===== src/rtl/btmx_pkg.sv =====
// ----------------------------------------------------------------------------
// btmx_pkg
// Shared constants, codes and types of the binary trie maximum-xor block.
// ----------------------------------------------------------------------------
package btmx_pkg;

	localparam int KEY_BITS   = 31;
	localparam int MAX_ITEMS  = 1024;
	localparam int NODE_DEPTH = 32768;

	// input action codes
	localparam logic [1:0] ACT_INSERT = 2'd0;
	localparam logic [1:0] ACT_DELETE = 2'd1;
	localparam logic [1:0] ACT_QUERY  = 2'd2;
	// no operation: answered with ok and zero
	localparam logic [1:0] ACT_NONE   = 2'd3;

	// result status codes
	localparam logic [1:0] ST_OK     = 2'd0;
	localparam logic [1:0] ST_EMPTY  = 2'd1;
	localparam logic [1:0] ST_ABSENT = 2'd2;
	localparam logic [1:0] ST_FULL   = 2'd3;

	typedef enum logic [1:0] {
		OP_INS,
		OP_DEL,
		OP_QRY,
		OP_NOP
	} op_t;

	typedef enum logic [3:0] {
		S_IDLE,
		S_INS_CHK,
		S_INS_UPD,
		S_DEL_CHK,
		S_DEL_LEAF,
		S_DEL_UPD,
		S_QRY_ROOT,
		S_QRY_OPP,
		S_QRY_SAME,
		S_DONE
	} eng_state_t;

	function automatic op_t decode_action(logic [1:0] act);
		op_t op;
		case (act)
			ACT_INSERT: op = OP_INS;
			ACT_DELETE: op = OP_DEL;
			ACT_QUERY:  op = OP_QRY;
			default:    op = OP_NOP;
		endcase
		return op;
	endfunction

endpackage


===== src/rtl/btmx_front.sv =====
// ----------------------------------------------------------------------------
// btmx_front
// Accepts request transactions, decodes the action and holds them in a
// two-entry queue for the trie engine.
// ----------------------------------------------------------------------------
module btmx_front #(
	parameter int KeyBits = btmx_pkg::KEY_BITS
) (
	input  logic                 clk,
	input  logic                 arst_n,
	input  logic                 req_valid,
	output logic                 req_ready,
	input  logic [1:0]           action,
	input  logic [KeyBits-1:0]   key_value,
	output logic                 cmd_valid,
	output btmx_pkg::op_t        cmd_op,
	output logic [KeyBits-1:0]   cmd_key,
	input  logic                 cmd_pop
);

	btmx_pkg::op_t      op_q  [2];
	logic [KeyBits-1:0] key_q [2];
	logic               wr_ptr_q;
	logic               rd_ptr_q;
	logic [1:0]         fill_q;
	logic               push;
	logic               pop;

	assign req_ready = (fill_q != 2'd2);
	assign push      = req_valid && req_ready;
	assign cmd_valid = (fill_q != 2'd0);
	assign pop       = cmd_pop && cmd_valid;
	assign cmd_op    = op_q[rd_ptr_q];
	assign cmd_key   = key_q[rd_ptr_q];

	always_ff @(posedge clk) begin
		if (push) begin
			op_q[wr_ptr_q]  <= btmx_pkg::decode_action(action);
			key_q[wr_ptr_q] <= key_value;
		end
	end

	always_ff @(posedge clk or negedge arst_n) begin
		if (!arst_n) begin
			wr_ptr_q <= 1'b0;
			rd_ptr_q <= 1'b0;
			fill_q   <= 2'd0;
		end else begin
			if (push) begin
				wr_ptr_q <= ~wr_ptr_q;
			end
			if (pop) begin
				rd_ptr_q <= ~rd_ptr_q;
			end
			case ({push, pop})
				2'b10:   fill_q <= fill_q + 2'd1;
				2'b01:   fill_q <= fill_q - 2'd1;
				default: fill_q <= fill_q;
			endcase
		end
	end

endmodule


===== config.mk =====
export PLATFORM = sky130hd
export DESIGN_NAME = btmx_front
export DESIGN_NICKNAME = d
export VERILOG_FILES = /design/src/rtl/btmx_pkg.sv /design/src/rtl/btmx_front.sv
export SDC_FILE = /design/constraint.sdc
export NUM_CORES = 1
export LEC_CHECK = 0
export BUFFER_PORTS_ARGS = -buffer_cell sky130_fd_sc_hd__buf_2
export CAP_MARGIN = 20
export CELL_PAD_IN_SITES_DETAIL_PLACEMENT = 0
export CELL_PAD_IN_SITES_GLOBAL_PLACEMENT = 1
export CORE_ASPECT_RATIO = 0.8
export CORE_MARGIN = 2
export CORE_UTILIZATION = 35
export DETAILED_ROUTE_END_ITERATION = 7
export PLACE_DENSITY = 0.64
export SLEW_MARGIN = 5
export SYNTH_ARGS = -nofsm -noshare
export SYNTH_HDL_FRONTEND = slang
export SYNTH_SLANG_ARGS = --single-unit

===== constraint.sdc =====
create_clock -name clk -period 8.1 [get_ports clk]
set_clock_uncertainty 0.2 [all_clocks]
set_input_delay 0.81 -clock clk [delete_from_list [all_inputs] [get_ports clk]]
set_output_delay 0.81 -clock clk [all_outputs]
set_load 0.02 [all_outputs]

After elaboration in Yosys (flattened, before gate mapping). Memory sizes are Yosys's and may differ from the RTL's. Cells that the tools add are included.

Equality and inequality tests: 5. Reductions and logical operators: 5. $add $sub $neg: 2. Bitwise logic cells: 2. Mux-type cells: 5.

Operator list (count): one-hot mux 2 bit (3 select lines) (1); equality test 2 x 1 -> 1 bit (second input constant) (2); equality test 2 bit (second input constant) (2); one-hot mux 2 bit (2 select lines) (1); nonzero test 2 bit (2); adder 2 x 1 -> 2 bit (second input constant) (1); logical AND 1 bit (2); zero test 2 bit (1); 2-to-1 mux 1 bit (2); 2-to-1 mux 2 bit (1); != test 2 bit (second input constant) (1); NOT 1 bit (2); subtractor 2 x 1 -> 2 bit (second input constant) (1).

Logic and storage cells: 24. Memory bits (writable): 66. Bits in registers: 4. Output and inout port bits: 35. Memories: 2.

Memories: key_q (words 2, bits a word 31, rd ports 1, clocked after memory_dff 0, write ports 1, RTL line btmx_front.sv:22) `logic [KeyBits-1:0] key_q [2];`; op_q (words 2, bits a word 2, rd ports 1, clocked after memory_dff 0, write ports 1, RTL line btmx_front.sv:21) `btmx_pkg::op_t op_q [2];`.

Longest topological paths before layout.
Depth in word-level cells: 4. Gate-level depth with buffers: 6. Gate-level depth less buffers: 6.

Worst setup path before layout. Ideal clock, no wire load.

Path kind: input to register. From: input port req_valid. To: memory key_q[0][0] (netlist bit), enable pin. Buffers on the path: 0. Library setup time: 423 ps. Cell stages on the path: 2. Arrival: 2308 ps. Slack: 5169 ps. Path through: nand2_1 nor2_1.

Cells in the longest elaborated chain, start to end: 3.

Ends and longest elaborated chain: start: declaration (RTL line btmx_front.sv:11) `input logic req_valid,`; logical AND 1 bit (RTL line btmx_front.sv:30) `assign push = req_valid && req_ready;`; 2-to-1 mux 1 bit (RTL line btmx_front.sv:37) `if (push) begin`; 2-to-1 mux 1 bit (not written as such) (RTL line btmx_front.sv:39) `key_q[wr_ptr_q] <= key_value;`; end: declaration (RTL line btmx_front.sv:22).

No other way between the ends.

Worst setup path after layout.
From: register rd_ptr_q. To: output port cmd_key[15].

Cells in the longest elaborated chain, start to end: 1.

Ends and longest elaborated chain: start: declaration (RTL line btmx_front.sv:24) `logic rd_ptr_q;`; start signal: assignment (RTL line btmx_front.sv:53) `rd_ptr_q <= ~rd_ptr_q;`; memory read (2 x 31 bit); end: declaration (RTL line btmx_front.sv:17) `output logic [KeyBits-1:0] cmd_key,`.

No other way between the ends.

==> results by group <==
STA
  • Final-report hold violation count: 0
  • Fmax: 0.3251 GHz
  • Final Setup Violations: 0
  • Final min period: 3076 ps
  • Tightest Pin Transition: 968.5 ps
  • Max Slew Vio Count: 0
  • RSZ-0062 raised after global routing: false
  • Setup TNS: 0 ps
  • Slew HR: 0.3528
  • Final Cycle Share: 0.3798

Detailed routing
  • Drt pass-1 iters: 4
  • DRC: 0
  • Drt via density: 4.488
  • Via count: 1324
  • DRT Wirelength: 4.573 mm
  • Wire per inst: 15.50 microns
  • Post-route ant nets: 0
  • Initial DRC count: 100

Placed design
  • I/O Buffers: 71
  • Final GP Congestion: 0.7361
  • Cell Area, Placed: 0.003039 sq mm
  • Final HPWL DP: 3.113 mm

GRT
  • GRT Total Usage: 0.1178
  • First-pass GRT wire length: 6.844 mm
  • Initial antenna violation count: 0
  • Grt total ovfl: 0
  • Number of global-route vias before repair: 1334
  • Largest net degree at the start of global routing: 34

Clocking
  • Post-cts resize count: 0
  • H-tree depth: 3
  • CTS Root Cell: clkbuf_8
  • CTS Sinks: 70
  • Clock tree buffer depth: 2
  • Clock transition at path regs: 60 ps
  • Worst-skew pair later-pin latency: 330 ps
  • CTS tree: built
  • Cts hold-fix bufs: 0
  • Inserted Clock Buffers: 9
  • Post-CTS setup buffer count: 0

Floorplanning
  • Site Rows: 28
  • Die W: 100.4 microns
  • Io pins: 72
  • Die Area: 0.008142 sq mm
  • Core area: 0.007287 sq mm
  • Die height: 81.11 microns
  • Initial core utilization: 0.3570

Hold path
  • Hold WC Path Type: input port to asynchronous set/reset pin

Setup path
  • R2r setup slk: 5920 ps
  • RR Endpoint: op_q[1][0]$_DFFE_PP_
  • FF-to-FF Start: fill_q[0]$_DFFE_PN0P_
  • Crit path cell chain: buf_4 -> mux2_2 -> buf_2
  • Worst EP required: 7090 ps
  • R2r worst-path depth: 3
  • Arrival time of the worst setup path: 2070 ps
  • CP Class: flop to primary output
  • Max stage delay on crit path: 790 ps
  • CP max-delay cell: dfrtp_1
  • Endpoint type of the worst setup path: primary output
  • Largest delay share family, worst path: flip-flops
  • Worst Path Max Fanout: 18
  • Nature of the critical path startpoint: flop
  • WP buf/inv: 2

Synth
  • Syn_area_per_cell: 21.32 sq um
  • Ys Warns: 0
  • Count of different cell masters after synthesis: 15
  • Top cell type by total area after synthesis: edfxtp_1
  • Yosys reg bits: 70
  • Syn Std Cell Area: 0.002601 sq mm
  • Synth top area cells: edfxtp_1 76%, mux2_2 13%, dfrtp_1 3.8%
  • Share of the synthesized area in the top cell type: 0.7619
  • Syn Inst Count: 122
  • Seq/Total Area, Yosys: 0.8004
  • Synth Net Count: 160

Power and ir drop
  • Pwr dens: 375.8 mW/mm^2
  • Peak supply drop: 0.0001806 V
  • LEAKAGE: 1.227 nW

Finish
  • Total Nets Final: 238
  • Multi-input gate area: 474.2 sq um
  • Sequential cell area: 0.002082 sq mm
  • Most frequent cells in the layout: 71 x buf_2, 66 x edfxtp_1, 31 x mux2_2
  • P&R area growth vs syn: 24.72%
  • Final instance area: 0.003244 sq mm
  • ANT cells: 0
  • Ratio of cells with drive above 1 in the final layout: 0.5805
  • Most common cell after layout, fill and taps aside: buf_2
  • Filler cells: 643

Run
  • Max cap viols: 0

Status
  • Status: finished, final reports clean
[worst register-to-register path, delay by kind of cell (launching register included)]
family | cells | cell delay (ps)
buf+inv | 1 | 400
simple gates | 2 | 840
flops | 1 | 410
[power breakdown]
part	leakage [nW]	internal (mW)	total, mW	switching (mW)
Clock	0.105	0.171	0.289	0.118
Combinational	0.462	0.160	0.394	0.234
Sequential	0.660	0.497	0.536	0.0392
Total	1.23	0.829	1.22	0.391
[routing by layer]
metal | wire, microns | vias up | global-route usage
li1 | - | 624 | -
met1 | 2167 | 638 | 0.1506
met2 | 1997 | 57 | 0.1758
met3 | 370 | 5 | 0.05250
met4 | 37 | 0 | 0.04932
met5 | 0 | - | 0
[cell type report]
cell class | instances | share of cell area
flip-flops and latches | 70 | 0.6417
clock inverters | 5 | 0.02275
repair buffers | 73 | 0.1142
well taps | 90 | 0.03471
clock buffers | 11 | 0.04049
multi-input cells | 46 | 0.1462
[logic make-up (layout without fill, tap and decap cells)]
kind of cell / count (synthesis) / in the layout / synth area share
mux: 33 / 33 / 0.1429
buf+inv: 6 / 89 / 0.02020
fa+ha+maj: 1 / 1 / 0.004809
xor+xnor: 5 / 5 / 0.01684
flops: 70 / 70 / 0.8004
simple gates: 7 / 7 / 0.01492
[registers in the layout, indices dropped and copies added (netlist names)]
signal    flops
key_q        62
op_q          4
fill_q        2
rd_ptr_q      1
wr_ptr_q      1
[cells in the mapped netlist (all sizes together)]
cell,n
nand2b,1
xnor2,3
ha,1
nor2,2
buf,4
clkbuf,2
dfrtp,4
mux2,33
and2,1
and3,1
nand2,1
or2,1
xor2,2
edfxtp,66
[stage by stage]
stage | hold slack [ps] | util | power [mW] | setup slack (ps) | cells
final | 76.70 | 0.4452 | 1.219 | 5024 | 295
after CTS | 56.80 | 0.4452 | 1.239 | 4956 | 295
after global routing | 59.83 | 0.4452 | 1.287 | 4847 | 295
after detailed placement | 276.9 | 0.4171 | 0.9454 | 5336 | 279
after global placement | 271.5 | 0.4171 | 0.9356 | 5396 | 279
after floorplan | 256.4 | - | 0.8293 | 5169 | 122
[how the worst max path moves through the flow]
stage                                    start  slack, ps                    end  depth (start not counted)
after floorplan                      req_valid       5170  key_q[0][0]$_DFFE_PP_                          2
after global placement    rd_ptr_q$_DFFE_PN0P_       5400             cmd_key[4]                          3
after detailed placement  rd_ptr_q$_DFFE_PN0P_       5340            cmd_key[15]                          3
after CTS                 rd_ptr_q$_DFFE_PN0P_       4960            cmd_key[15]                          3
after global routing      rd_ptr_q$_DFFE_PN0P_       4850            cmd_key[15]                          3
final                     rd_ptr_q$_DFFE_PN0P_       5020            cmd_key[15]                          3
(Power assumes the default switching activity.)
